[src/hw/rtl/ppe_pkg.sv]
// Package: shared types, sample codes, run slot codes and the ETU-to-sample table.
`timescale 1ns / 1ps
package ppe_pkg;

  // Sample byte codes
  localparam logic [7:0] SV_HEADER  = 8'h24;
  localparam logic [7:0] SV_CARRIER = 8'h00;
  localparam logic [7:0] SV_PAUSE   = 8'h08;

  localparam logic [4:0] HEADER_LEN = 5'd1;
  localparam logic [4:0] PAUSE_LEN  = 5'd2;
  localparam logic [1:0] PAIR_MASK  = 2'b11;

  // Run slots of a full frame: start-of-frame, four pairs, end-of-frame
  localparam logic [3:0] SLOT_HEADER       = 4'd0;
  localparam logic [3:0] SLOT_SOF_PAUSE0   = 4'd1;
  localparam logic [3:0] SLOT_SOF_CARRIER  = 4'd2;
  localparam logic [3:0] SLOT_SOF_PAUSE1   = 4'd3;
  localparam logic [3:0] SLOT_PAIR0_RUN    = 4'd4;
  localparam logic [3:0] SLOT_PAIR0_PAUSE  = 4'd5;
  localparam logic [3:0] SLOT_PAIR1_RUN    = 4'd6;
  localparam logic [3:0] SLOT_PAIR1_PAUSE  = 4'd7;
  localparam logic [3:0] SLOT_PAIR2_RUN    = 4'd8;
  localparam logic [3:0] SLOT_PAIR2_PAUSE  = 4'd9;
  localparam logic [3:0] SLOT_PAIR3_RUN    = 4'd10;
  localparam logic [3:0] SLOT_PAIR3_PAUSE  = 4'd11;
  localparam logic [3:0] SLOT_EOF_CARRIER0 = 4'd12;
  localparam logic [3:0] SLOT_EOF_PAUSE    = 4'd13;
  localparam logic [3:0] SLOT_EOF_CARRIER1 = 4'd14;

  // Fixed ETU counts
  localparam logic [3:0] SOF_ETUS  = 4'd4;
  localparam logic [3:0] FIRST_BASE_ETUS = 4'd3;
  localparam logic [3:0] PAIR_BASE_ETUS  = 4'd7;
  localparam logic [3:0] EOF_BASE_ETUS   = 4'd8;
  localparam logic [3:0] EOF_TAIL_ETUS   = 4'd1;

  // round(n * 2.18) for n = 0..15
  localparam logic [5:0] ETU_SAMPLES [16] = '{
    6'd0, 6'd2, 6'd4, 6'd7, 6'd9, 6'd11, 6'd13, 6'd15,
    6'd17, 6'd20, 6'd22, 6'd24, 6'd26, 6'd28, 6'd31, 6'd33
  };

  // One byte being expanded, with the frame state it entered with
  typedef struct packed {
    logic [7:0] cmd_byte;
    logic       last_byte;
    logic       started;
    logic [1:0] prev_pair;
  } item_t;

  // One run result
  typedef struct packed {
    logic [7:0] sample_value;
    logic [4:0] run_length;
    logic       frame_end;
    logic       run_last;
  } run_t;

endpackage

[src/hw/rtl/ppe_in_if.sv]
// Interface: command byte channel (valid/ready handshake).
`timescale 1ns / 1ps
interface ppe_in_if;
  logic       valid;
  logic       ready;
  logic [7:0] cmd_byte;
  logic       last_byte;

  modport source (output valid, output cmd_byte, output last_byte, input ready);
  modport sink   (input valid, input cmd_byte, input last_byte, output ready);
endinterface

[src/hw/rtl/ppe_out_if.sv]
// Interface: run result channel (valid/ready handshake).
`timescale 1ns / 1ps
interface ppe_out_if;
  logic       valid;
  logic       ready;
  logic [7:0] sample_value;
  logic [4:0] run_length;
  logic       frame_end;
  logic       run_last;

  modport source (output valid, output sample_value, output run_length,
                  output frame_end, output run_last, input ready);
  modport sink   (input valid, input sample_value, input run_length,
                  input frame_end, input run_last, output ready);
endinterface

[src/hw/rtl/pulse_position_1of4_encoder.sv]
// Top level: 1-out-of-4 pulse position encoder producing a run-length sample stream.
//
//   channel | dir | payload                                       | beat
//   cmd     | in  | cmd_byte[7:0], last_byte                      | one command byte
//   run     | out | sample_value[7:0], run_length[4:0], frame_end, | one run of samples
//           |     | run_last                                      |
//
// A byte expands into 8 runs, 12 if it opens a frame, 11 if it closes one, 15 if both.
// The slot counter hands one run a cycle to the output register unless a stall on run holds it;
// the next byte is taken in the cycle its predecessor's last run moves out.
// Reset (rst, synchronous) empties both registers and closes any open frame.
// A stall on run holds the output register and, behind it, the slot counter.
`timescale 1ns / 1ps
module pulse_position_1of4_encoder (
  input  logic     clk,
  input  logic     rst,
  ppe_in_if.sink   cmd,
  ppe_out_if.source run
);

  // Frame state carried between bytes
  logic           frame_started;
  logic [1:0]     previous_pair;

  // Work register: the byte being expanded
  logic           work_valid;
  logic [3:0]     work_slot;
  ppe_pkg::item_t work_item;

  // Output register
  logic           out_valid;
  ppe_pkg::run_t  out_run;

  ppe_pkg::run_t  run_next;
  logic           run_is_last;
  logic           out_load;
  logic           cmd_acc;
  logic [3:0]     last_slot;

  assign last_slot   = work_item.last_byte ? ppe_pkg::SLOT_EOF_CARRIER1
                                           : ppe_pkg::SLOT_PAIR3_PAUSE;
  assign run_is_last = (work_slot == last_slot);
  assign out_load    = work_valid && (!out_valid || run.ready);
  assign cmd.ready   = !work_valid || (out_load && run_is_last);
  assign cmd_acc     = cmd.valid && cmd.ready;

  ppe_run_gen u_run_gen (
    .item    (work_item),
    .slot    (work_slot),
    .is_last (run_is_last),
    .run     (run_next)
  );

  // Control: valid flags, slot counter, frame state
  always_ff @(posedge clk) begin
    if (rst) begin
      work_valid    <= 1'b0;
      work_slot     <= ppe_pkg::SLOT_HEADER;
      out_valid     <= 1'b0;
      frame_started <= 1'b0;
      previous_pair <= 2'd0;
    end else begin
      if (out_load) begin
        out_valid <= 1'b1;
      end else if (run.ready) begin
        out_valid <= 1'b0;
      end
      if (cmd_acc) begin
        work_valid    <= 1'b1;
        work_slot     <= frame_started ? ppe_pkg::SLOT_PAIR0_RUN : ppe_pkg::SLOT_HEADER;
        frame_started <= !cmd.last_byte;
        previous_pair <= cmd.cmd_byte[7:6];
      end else if (out_load && run_is_last) begin
        work_valid <= 1'b0;
      end else if (out_load) begin
        work_slot <= work_slot + 4'd1;
      end
    end
  end

  // Payload registers
  always_ff @(posedge clk) begin
    if (cmd_acc) begin
      work_item.cmd_byte  <= cmd.cmd_byte;
      work_item.last_byte <= cmd.last_byte;
      work_item.started   <= frame_started;
      work_item.prev_pair <= previous_pair;
    end
    if (out_load) begin
      out_run <= run_next;
    end
  end

  assign run.valid        = out_valid;
  assign run.sample_value = out_run.sample_value;
  assign run.run_length   = out_run.run_length;
  assign run.frame_end    = out_run.frame_end;
  assign run.run_last     = out_run.run_last;

  // A new byte only enters when the work register is free or draining its last run
  a_accept_free: assert property (@(posedge clk) disable iff (rst)
    cmd_acc |-> (!work_valid || (out_load && run_is_last)))
    else $error("byte accepted while previous byte still expanding");

  // Slot counter never runs past the final end-of-frame run
  a_slot_range: assert property (@(posedge clk) disable iff (rst)
    work_valid |-> (work_slot <= ppe_pkg::SLOT_EOF_CARRIER1))
    else $error("slot counter out of range");

  // The frame's final run is always the byte's last run
  a_frame_end_last: assert property (@(posedge clk) disable iff (rst)
    (out_valid && out_run.frame_end) |-> out_run.run_last)
    else $error("frame_end without run_last");

  // A loaded run is presented in the next cycle with a nonzero length
  a_load_shows: assert property (@(posedge clk) disable iff (rst)
    out_load |=> (out_valid && (out_run.run_length != 5'd0)))
    else $error("loaded run not presented");

  // Closing a frame clears the frame state
  a_frame_close: assert property (@(posedge clk) disable iff (rst)
    (cmd_acc && cmd.last_byte) |=> !frame_started)
    else $error("frame left open after last byte");

endmodule

[src/hw/rtl/ppe_run_gen.sv]
// Run generator: forms one run result from the held byte and its slot number.
`timescale 1ns / 1ps
module ppe_run_gen (
  input  ppe_pkg::item_t item,
  input  logic [3:0]     slot,
  input  logic           is_last,
  output ppe_pkg::run_t  run
);

  logic [2:0] pair_idx;
  logic [1:0] pair;
  logic [1:0] prev;
  logic [3:0] pair_etus;
  logic [3:0] eof_etus;
  logic [5:0] pair_samples;
  logic [5:0] eof_samples;
  logic [5:0] sof_samples;
  logic [5:0] tail_samples;

  // Pair under this slot and the pair sent before it
  always_comb begin
    pair_idx = slot[3:1] - 3'd2;
    unique case (pair_idx[1:0])
      2'd0: begin
        pair = item.cmd_byte[1:0] & ppe_pkg::PAIR_MASK;
        prev = item.prev_pair;
      end
      2'd1: begin
        pair = item.cmd_byte[3:2] & ppe_pkg::PAIR_MASK;
        prev = item.cmd_byte[1:0];
      end
      2'd2: begin
        pair = item.cmd_byte[5:4] & ppe_pkg::PAIR_MASK;
        prev = item.cmd_byte[3:2];
      end
      default: begin
        pair = item.cmd_byte[7:6] & ppe_pkg::PAIR_MASK;
        prev = item.cmd_byte[5:4];
      end
    endcase
  end

  // ETU counts: first pair of a frame is 3+2p, later ones 7+2(p-q), end-of-frame carrier 8-2p
  always_comb begin
    if (slot == ppe_pkg::SLOT_PAIR0_RUN && !item.started) begin
      pair_etus = ppe_pkg::FIRST_BASE_ETUS + {1'b0, pair, 1'b0};
    end else begin
      pair_etus = ppe_pkg::PAIR_BASE_ETUS + {1'b0, pair, 1'b0} - {1'b0, prev, 1'b0};
    end
    eof_etus = ppe_pkg::EOF_BASE_ETUS - {1'b0, item.cmd_byte[7:6], 1'b0};
  end

  assign pair_samples = ppe_pkg::ETU_SAMPLES[pair_etus];
  assign eof_samples  = ppe_pkg::ETU_SAMPLES[eof_etus];
  assign sof_samples  = ppe_pkg::ETU_SAMPLES[ppe_pkg::SOF_ETUS];
  assign tail_samples = ppe_pkg::ETU_SAMPLES[ppe_pkg::EOF_TAIL_ETUS];

  // Run value and length by slot
  always_comb begin
    run.frame_end = (slot == ppe_pkg::SLOT_EOF_CARRIER1);
    run.run_last  = is_last;
    unique case (slot)
      ppe_pkg::SLOT_HEADER: begin
        run.sample_value = ppe_pkg::SV_HEADER;
        run.run_length   = ppe_pkg::HEADER_LEN;
      end
      ppe_pkg::SLOT_SOF_CARRIER: begin
        run.sample_value = ppe_pkg::SV_CARRIER;
        run.run_length   = sof_samples[4:0];
      end
      ppe_pkg::SLOT_PAIR0_RUN, ppe_pkg::SLOT_PAIR1_RUN,
      ppe_pkg::SLOT_PAIR2_RUN, ppe_pkg::SLOT_PAIR3_RUN: begin
        run.sample_value = ppe_pkg::SV_CARRIER;
        run.run_length   = pair_samples[4:0];
      end
      ppe_pkg::SLOT_EOF_CARRIER0: begin
        run.sample_value = ppe_pkg::SV_CARRIER;
        run.run_length   = eof_samples[4:0];
      end
      ppe_pkg::SLOT_EOF_CARRIER1: begin
        run.sample_value = ppe_pkg::SV_CARRIER;
        run.run_length   = tail_samples[4:0];
      end
      default: begin
        // every odd slot is a pause
        run.sample_value = ppe_pkg::SV_PAUSE;
        run.run_length   = ppe_pkg::PAUSE_LEN;
      end
    endcase
  end

endmodule
[src/flat_wrapper.sv]
// flat-port wrapper written by rule: the top's interface ports become plain ports
module pulse_position_1of4_encoder_flat 
  (clk, rst, cmd_valid, cmd_cmd_byte, cmd_last_byte, cmd_ready, run_valid, run_sample_value, run_run_length, run_frame_end, run_run_last, run_ready);
  ppe_in_if cmd_i ();
  ppe_out_if run_i ();
  input  logic clk;
  input  logic rst;
  input wire logic [$bits(cmd_i.valid)-1:0] cmd_valid;
  input wire logic [$bits(cmd_i.cmd_byte)-1:0] cmd_cmd_byte;
  input wire logic [$bits(cmd_i.last_byte)-1:0] cmd_last_byte;
  output wire logic [$bits(cmd_i.ready)-1:0] cmd_ready;
  output wire logic [$bits(run_i.valid)-1:0] run_valid;
  output wire logic [$bits(run_i.sample_value)-1:0] run_sample_value;
  output wire logic [$bits(run_i.run_length)-1:0] run_run_length;
  output wire logic [$bits(run_i.frame_end)-1:0] run_frame_end;
  output wire logic [$bits(run_i.run_last)-1:0] run_run_last;
  input wire logic [$bits(run_i.ready)-1:0] run_ready;
  assign cmd_i.valid = cmd_valid;
  assign cmd_i.cmd_byte = cmd_cmd_byte;
  assign cmd_i.last_byte = cmd_last_byte;
  assign cmd_ready = cmd_i.ready;
  assign run_valid = run_i.valid;
  assign run_sample_value = run_i.sample_value;
  assign run_run_length = run_i.run_length;
  assign run_frame_end = run_i.frame_end;
  assign run_run_last = run_i.run_last;
  assign run_i.ready = run_ready;
  pulse_position_1of4_encoder u_core (.clk(clk), .rst(rst), .cmd(cmd_i), .run(run_i));
endmodule
[config.mk]
export PLATFORM = sky130hd
export DESIGN_NAME = pulse_position_1of4_encoder_flat
export DESIGN_NICKNAME = d
export VERILOG_FILES = /design/src/hw/rtl/ppe_pkg.sv /design/src/hw/rtl/ppe_in_if.sv /design/src/hw/rtl/ppe_out_if.sv /design/src/hw/rtl/pulse_position_1of4_encoder.sv /design/src/hw/rtl/ppe_run_gen.sv /design/src/flat_wrapper.sv
export SDC_FILE = /design/constraint.sdc
export NUM_CORES = 1
export LEC_CHECK = 0
export ABC_CLOCK_PERIOD_IN_PS = 3900
export BUFFER_PORTS_ARGS = -buffer_cell sky130_fd_sc_hd__buf_2
export CORE_UTILIZATION = 55
export DETAILED_ROUTE_END_ITERATION = 6
export PLACE_DENSITY = 0.79
export SYNTH_ARGS = -nofsm -noshare
export SYNTH_HDL_FRONTEND = slang
export SYNTH_SLANG_ARGS = --single-unit
[constraint.sdc]
create_clock -name clk -period 3.9 [get_ports clk]
set_clock_uncertainty 0.15 [all_clocks]
set_input_delay 0.39 -clock clk [delete_from_list [all_inputs] [get_ports clk]]
set_output_delay 0.39 -clock clk [all_outputs]
set_load 0.05 [all_outputs]
==> results of run 1 <==
worst max-delay path by stage:
stage,cells after the start,startpoint,to,slack (ns)
2_1_floorplan,12,u_core.work_slot[2],u_core.run.run_length[3],0.95
3_3_place_gp,10,u_core.work_item[10],u_core.run.run_length[3],1.05
3_5_place_dp,11,u_core.work_slot[2],u_core.run.run_length[3],0.99
4_1_cts,10,u_core.work_item[10],u_core.run.run_length[3],0.97
5_1_grt,12,u_core.work_slot[2],u_core.run.run_length[3],0.72
6_report,11,u_core.work_slot[2],u_core.run.run_length[3],0.94
through the flow:
step	hold WS [ns]	utilization, %
finish	0.0905	65.3
global placement	0.270	63.6
floorplan	0.258	-
detailed placement	0.294	63.6
global route	0.0737	65.3
CTS	0.0750	65.3
sequential cells by signal, summed over array words and instances (netlist names), 2 cells and up:
signal and count:
u_core.work_slot 4, u_core.run.run_length 5, u_core.previous_pair 2, u_core.run.sample_value 2, u_core.work_item 12
power by group through the flow:
stage,Sequential [uW],Clock (uW),Combinational (uW)
2_1_floorplan,402,0,106
3_5_place_dp,379,0,159
6_report,372,164,160
3_3_place_gp,378,0,153
4_1_cts,372,170,160
5_1_grt,374,182,175
kinds of logic (layout without fill, tap and decap cells):
group / after synthesis / after routing / synth area share (%)
AND/OR/NAND/NOR: 43 / 43 / 14.8
AO/OA/AOI/OAI: 33 / 33 / 13.2
flip-flops: 30 / 30 / 48.8
buffers and inverters: 25 / 48 / 7.23
adder cells (fa/ha/maj): 10 / 10 / 7.98
multiplexers: 8 / 8 / 6.70
XOR/XNOR: 2 / 2 / 1.05
other: 1 / 5 / 0.226
worst max-delay path: cells and delay by family (launching register included):
kind	cells	cell delay [ns]
DFF	1	0.42
and+or+nand+nor	2	0.15
muxes	2	0.71
adders and majority gates	3	0.85
AOI/OAI and AO/OA	2	0.28
buffers and inverters	2	0.11
routing by layer:
metal  vias up  wire (um)  GRT usage [%]
met5         -          0              0
met4         0         24           8.36
met3         2        123           5.44
met2        29       1520           35.1
met1       558       1200           22.1
li1        601          -              -
cell type report:
type | count | share of cell area (%)
clock buffer | 6 | 2.25
sequential | 30 | 44.2
tap | 31 | 2.12
multi-input combinational | 101 | 40.7
clock inverter | 2 | 0.478
inverter | 14 | 2.87
timing repair buffer | 26 | 7.37
synthesized netlist by cell type (all sizes together):
cell and number:
a211oi 2, a21boi 1, a21o 2, a21oi 9, a311oi 1, and2 1, and3 1, and3b 1
and4bb 1, buf 10, clkbuf 1, conb 1, dfxtp 9, edfxtp 21, fa 1, ha 9
inv 14, mux2 2, mux2i 4, mux4 2, nand2 8, nand2b 6, nand3 9, nand3b 2
nand4 1, nor2 5, nor2b 1, nor3 3, nor3b 2, o2111ai 1, o211ai 4, o21a 1
o21ai 6, o221ai 1, o22ai 1, o31ai 3, o32a 1, or3 1, or3b 1, xnor2 2
==> impl_metrics.toml, run 1 <==
[sta]
final-setup-viol-count = 0
finalCritPeriodShare_pct = 75.8
clock.fmax_ghz = 0.338
period_minus_slack_ns = 2.96
drv_slew = 0
fin_ws_ns = 0.944
rsz0062_at_grt = "false"
hold_viol = 0
finalSetupTns_ns = 0

[yosys]
ys_warn_count = 0
synth_top_area_share_pct = 38.0
syn_area_per_cell_um2 = 10.9
synth_area_leaders = "edfxtp_1, dfxtp_1, ha_1, inv_1, a21oi_1"
synth.distinct_cells = 46
synth_area_um2 = 1660
synth_cells = 152
yosysTopAreaCell = "edfxtp_1"
seq_area_frac_synth_pct = 48.8
ys_ff_latch = 30

[clocking]
root_buffer = "clkbuf_4"
ctsHoldBuffers = 0
clock-sinks = 30
cts_made_buffers = 5
post_cts_buffers = 0
clkTransAtPathRegs_ns = 0.09
ctsResizeCount = 0
clk-insertion-delay-late_ns = 0.32
htreeDepth = 2
cts_tree = "yes"
cts_buffer_depth = 2

[routing]
routedWlPerCell_um = 13.6
via_per_inst = 5.67
routed_wl_mm = 2.86
postRouteAntennaNets = 0
num_vias = 1190
dr.pass1.iters = 6
drtIter0Drc = 38
drc_errors = 6

[place]
place_congestion = 0.806
dp.cells = 202
port_buffers = 24
placed_area_um2 = 1780
place_ws_ns = 0.990
dp_hpwl_mm = 2.20

[cells_and_area]
fin_cells = 210
multiInputGateArea_um2 = 746
layout_commonest_cell = "buf_2"
nets = 201
final_cell_mix = "buf_2, edfxtp_1, inv_1"
seqCellArea_um2 = 811
n_antenna_cell = 0
postLayoutCellArea_um2 = 1830
syn2layout_area_growth_pct = 10.3
fillers = 240
layout-drive-gt1-share_pct = 23.5

[power_and_ir_drop]
clkPwrFrac_pct = 23.6
ir_drop_uv = 247
p_total_uw = 696
combPwrFrac_pct = 23.0
p_leak_uw = 0.000725
p_sw_uw = 211
p_seq_share_pct = 53.4
p_sw_share_pct = 30.4
intPower_uw = 485
p_per_area_nw_per_um2 = 380

[worst_hold_path]
hp-start = "cmd_cmd_byte[2]"
hp-class = "input pin to flop"
hold_end = "u_core.work_item[6]"
whs_path_depth = 1

[floorplan]
die_x_um = 57.0
die_h_um = 57.0
dieArea_um2 = 3250
start_util_pct = 59.2
core_area_um2 = 2810
io_pins = 30
rows = 19

[run_status]
outcome = "complete, but fails checks"
violations = "design-rule violations"

[run]
maxCapViolCount = 0

[setup_path]
cpMaxStageDelayCell = "mux4_2"
endpoint_kind = "flop"
critical_path_class = "flop to flop"
reg2reg_slack_ns = 0.94
regToRegStartpoint = "u_core.work_slot[2]"
path_max_fanout = 4
cp-start-kind = "flop"
path_cells = "mux4_2 -> inv_1 -> ha_1 -> inv_1 -> fa_1 -> mux2i_1 -> ha_1 -> nand2_1 -> a21boi_0 -> a211oi_1 -> nor3_1"
critPathArrivalTime_ns = 2.86
r2r-end = "u_core.run.run_length[3]"
required_ns = 3.81
worstRegToRegCells = 11
critPathMaxStageDelay_ns = 0.52

[global_routing]
overflow = 0
grt_pass1_wl_mm = 4.75
grt_max_degree = 21
grt_pass1_vias = 1124
track_usage_pct = 19.7
antenna_found_initial = 0
Note: power is estimated with default switching activity, not from simulation.
==> run 2: changes to the inputs <==
- ABC_CLOCK_PERIOD_IN_PS: 3900 -> 3000
- clock period: 3.9 -> 3 ns (I/O delays scaled with it)
==> run 2 against run 1 <==
Compared with the run above:
- wire length rose by 16%
- die area did not move
- critical endpoint unchanged
- the run still ends with design-rule violations left
- non-clock buffer count rose by 14
- highest routed layer unchanged
==> impl_metrics.toml, run 2 (synthesized netlist as in run 1, its figures left out) <==
[floorplan]
io_pins = 30
dieArea_um2 = 3250
rows = 19
die_x_um = 57.0
start_util_pct = 59.2
core_area_um2 = 2810
die_h_um = 57.0

[global_routing]
grt_max_degree = 13
grt_pass1_vias = 1185
track_usage_pct = 21.5
antenna_found_initial = 0
grt_pass1_wl_mm = 5.11
overflow = 0

[cells_and_area]
syn2layout_area_growth_pct = 20.9
layout-drive-gt1-share_pct = 29.0
postLayoutCellArea_um2 = 2010
layout_commonest_cell = "buf_2"
final_cell_mix = "buf_2, edfxtp_1, inv_1"
top_register = "u_core.work_item"
n_antenna_cell = 0
nets = 215
largest_reg_flops = 12
fillers = 199

[setup_path]
path_delay_family = "adder cells"
critPathMaxStageDelay_ns = 0.55
critical_path_class = "flop to flop"
r2r-end = "u_core.run.run_length[3]"
cp_num_buf_inv = 1
path_cells = "mux4_2 -> ha_4 -> inv_2 -> fa_1 -> mux2i_1 -> ha_1 -> nand2_1 -> a21boi_2 -> a211oi_2 -> nor3_1"
path_max_fanout = 3
worstRegToRegCells = 10
reg2reg_slack_ns = 0.06
endpoint_kind = "flop"
cp.depth = 10
cpMaxStageDelayCell = "mux4_2"
required_ns = 2.93
cp-start-kind = "flop"
critPathArrivalTime_ns = 2.86
regToRegStartpoint = "u_core.work_item[6]"
critical_path.startpoint = "u_core.work_item[6]"

[sta]
hold_viol = 0
holdWs_ns = 0.0269
finalSetupTns_ns = 0
period_minus_slack_ns = 2.94
fin_ws_ns = 0.0619
drv_slew = 0
final-setup-viol-count = 0
finalCritPeriodShare_pct = 97.9
clock.fmax_ghz = 0.340

[run]
maxCapViolCount = 0

[clocking]
htreeDepth = 2
clk-insertion-delay-late_ns = 0.33
cts_buffer_depth = 2
clkTransAtPathRegs_ns = 0.10
cts_tree = "yes"
cts_made_buffers = 5
clock-sinks = 30
root_buffer = "clkbuf_4"

[power_and_ir_drop]
p_leak_uw = 0.000804
p_total_uw = 1040
ir_drop_uv = 396
p_per_area_nw_per_um2 = 520

[worst_hold_path]
whs_path_depth = 1
hp-start = "cmd_cmd_byte[6]"
hold_end = "u_core.work_item[10]"
hp-class = "input pin to flop"

[place]
port_buffers = 24
place_congestion = 0.850
placed_area_um2 = 1810
dp_hpwl_mm = 2.28
place_ws_ns = -0.00590

[routing]
routedWlPerCell_um = 14.8
num_vias = 1259
via_per_inst = 5.62
dr.pass1.iters = 6
drc_errors = 6
postRouteAntennaNets = 0
drtIter0Drc = 42
routed_wl_mm = 3.32

[run_status]
outcome = "complete, but fails checks"
violations = "design-rule violations"
==> run 2: worst max path at each step <==
| stage | slack (ns) | end |
|---|---|---|
| after CTS | 0.04 | u_core.run.run_length[3] |
| final | 0.06 | u_core.run.run_length[3] |
| after global placement | 0.16 | u_core.run.run_length[3] |
| after global routing | -0.03 | u_core.run.run_length[3] |
| after floorplan | 0.05 | u_core.run.run_length[3] |
| after detailed placement | -0.006 | u_core.run.run_length[3] |
==> run 2: layout make-up <==
cell class                 instances  area [um^2]  share of cell area, %
sequential                        30          812                   40.4
multi-input combinational        101          767                   38.2
timing repair buffer              40          260                   13.0
inverter                          14         52.6                   2.62
clock inverter                     3         40.0                   1.99
tap                               31         38.8                   1.93
clock buffer                       5         37.5                   1.87
==> run 2: timing repair <==
item	4_1_cts	5_1_grt
endpoints found under the setup margin	1	1
hold endpoints to repair	8	0
pin swaps	0	6
buffers inserted	1	2
gates resized for setup	0	8
hold buffers	8	0
==> run 2: routing by layer <==
metal / vias up / share of wire [%] / track usage [%]
li1: 624 / - / -
met1: 581 / 39 / 22.4
met2: 42 / 53 / 37.6
met3: 12 / 4.2 / 6.58
met4: 0 / 3.9 / 13.2
met5: - / 0 / 0
==> run 2: where the power goes <==
group,total [uW],internal (uW),switching (uW)
clock,321,172,148
combinational,240,90.4,150
sequential,484,471,12.2
total,1040,734,311
==> run 2: through the flow <==
step | instances | util, %
2_1_floorplan | 156 | -
3_3_place_gp | 205 | 64.4
3_5_place_dp | 205 | 64.4
4_1_cts | 222 | 70.2
5_1_grt | 224 | 71.6
6_report | 224 | 71.6
==> run 3: changes to the inputs <==
- PLACE_DENSITY: 0.79 -> 0.8
==> run 3 against run 2 <==
Compared with the run above:
- the flow still finishes with violations (design-rule violations)
- sequential cell count stayed put
- sequential power hardly changed
- combinational power shrank 5%
- fmax rose by 0.81%
- global-route usage is 0.98 points lower
- register-to-register slack improved by 0.02 ns
- die area unchanged
- cell area is 3.1% lower
- worst setup slack better by 0.023 ns
- cell count shrank 2.7%
- count of clock-buffer cells in the layout up 2
- utilization is 2.2 points lower
==> impl_metrics.toml, run 3 (synthesized netlist as in run 1, its figures left out) <==
[clocking]
cts_buffer_depth = 2
clk-insertion-delay-late_ns = 0.32
cts_tree = "yes"
cts_made_buffers = 5
clkTransAtPathRegs_ns = 0.09
htreeDepth = 2
clock-sinks = 30
root_buffer = "clkbuf_4"

[sta]
finalCritPeriodShare_pct = 97.2
rsz0062_at_grt = "true"
final-setup-viol-count = 0
fin_ws_ns = 0.0854
finalSetupTns_ns = 0
period_minus_slack_ns = 2.91
holdWs_ns = 0.0147
drv_slew = 0
clock.fmax_ghz = 0.343
hold_viol = 0

[power_and_ir_drop]
p_leak_uw = 0.000769
p_seq_share_pct = 50.6
clkPwrFrac_pct = 25.7
p_sw_uw = 290
intPower_uw = 666
p_per_area_nw_per_um2 = 491
p_sw_share_pct = 30.3
combPwrFrac_pct = 23.8
ir_drop_uv = 325

[cells_and_area]
postLayoutCellArea_um2 = 1950
top_register = "u_core.work_item"
layout-drive-gt1-share_pct = 28.3
n_antenna_cell = 0
largest_reg_flops = 12
final_cell_mix = "buf_2, edfxtp_1, inv_1"
syn2layout_area_growth_pct = 17.2
fin_cells = 218
layout_commonest_cell = "buf_2"
nets = 209

[place]
place_ws_ns = 0.0217
dp.cells = 204
placed_area_um2 = 1800
dp_hpwl_mm = 2.29
port_buffers = 24
place_congestion = 0.886

[routing]
drtIter0Drc = 48
dr.pass1.iters = 6
num_vias = 1260
routedWlPerCell_um = 14.2
routed_wl_mm = 3.09
drc_errors = 2
via_per_inst = 5.78
postRouteAntennaNets = 0

[run_status]
outcome = "complete, but fails checks"
violations = "design-rule violations"

[floorplan]
start_util_pct = 59.2
die_h_um = 57.0
rows = 19
die_x_um = 57.0
core_area_um2 = 2810
dieArea_um2 = 3250
io_pins = 30

[setup_path]
cpMaxStageDelayCell = "mux4_2"
path_max_fanout = 3
critPathMaxStageDelay_ns = 0.55
path_cells = "mux4_2 -> ha_4 -> inv_2 -> fa_1 -> mux2i_1 -> ha_1 -> nand2_1 -> a21boi_2 -> a211oi_2 -> nor3_1"
cp-start-kind = "flop"
endpoint_kind = "flop"
reg2reg_slack_ns = 0.09
worstRegToRegCells = 10
required_ns = 2.91
regToRegStartpoint = "u_core.work_item[10]"
r2r-end = "u_core.run.run_length[3]"
critical_path_class = "flop to flop"
critPathArrivalTime_ns = 2.82

[worst_hold_path]
hp-start = "cmd_cmd_byte[4]"
hp-class = "input pin to flop"
hold_end = "u_core.work_item[8]"
whs_path_depth = 1

[global_routing]
antenna_found_initial = 0
overflow = 0
grt_pass1_vias = 1186
grt_pass1_wl_mm = 5.10
grt_max_degree = 16
track_usage_pct = 20.5

[run]
maxCapViolCount = 0
-- run 3: critical path, delay by kind of cell (launching register included) --
family / cells / cell delay [ns]
muxes: 2 / 0.75
DFF: 1 / 0.42
AOI/OAI and AO/OA: 2 / 0.26
adders and majority gates: 3 / 0.89
and+or+nand+nor: 2 / 0.14
buffers and inverters: 1 / 0.05
-- run 3: area by class of cell --
| cell class | instances | area, um^2 |
|---|---|---|
| Inverter | 14 | 52.6 |
| Clock inverter | 1 | 5.00 |
| Sequential cell | 30 | 813 |
| Multi-Input combinational cell | 101 | 767 |
| Timing Repair Buffer | 34 | 215 |
| Tap cell | 31 | 38.8 |
| Clock buffer | 7 | 55.1 |
| Fill cell | 207 | 858 |
-- run 3: timing repair --
action,4_1_cts,5_1_grt
endpoints found under the setup margin,1,1
hold endpoints to repair,4,1
hold buffers,4,1
buffers inserted,0,1
pin swaps,0,6
gates resized for setup,1,11
-- run 3: how the worst max path moves through the flow --
stage                    startpoint                        to  slack, ns  cells past startpoint
2_1_floorplan   u_core.work_slot[2]  u_core.run.run_length[3]       0.05                     12
3_3_place_gp    u_core.work_slot[1]  u_core.run.run_length[3]       0.12                     10
3_5_place_dp    u_core.work_slot[1]  u_core.run.run_length[3]       0.02                     10
4_1_cts         u_core.work_slot[2]  u_core.run.run_length[3]      0.004                     11
5_1_grt         u_core.work_item[6]  u_core.run.run_length[3]      -0.03                     10
6_report       u_core.work_item[10]  u_core.run.run_length[3]       0.09                     10
-- run 3: per-layer routing --
metal	share of wire [%]	up-vias	track usage (%)
met5	0	-	0
met4	1.5	0	7.67
met3	4.4	7	4.54
met2	52	43	36.5
met1	42	597	24.2
li1	-	613	-
-- run 3: power groups by stage --
stage                     sequential [uW]  combinational (uW)  clock (uW)
after CTS                             483                 214         254
after global routing                  486                 249         269
after detailed placement              493                 209           0
after global placement                491                 200           0
after floorplan                       523                 137           0
final                                 483                 227         246
-- run 3: stage by stage --
| step | util, % | total power (uW) |
|---|---|---|
| 3_5_place_dp | 64.1 | 702 |
| 6_report | 69.4 | 956 |
| 5_1_grt | 69.4 | 1000 |
| 4_1_cts | 67.7 | 951 |
| 3_3_place_gp | 64.1 | 692 |
| 2_1_floorplan | - | 660 |
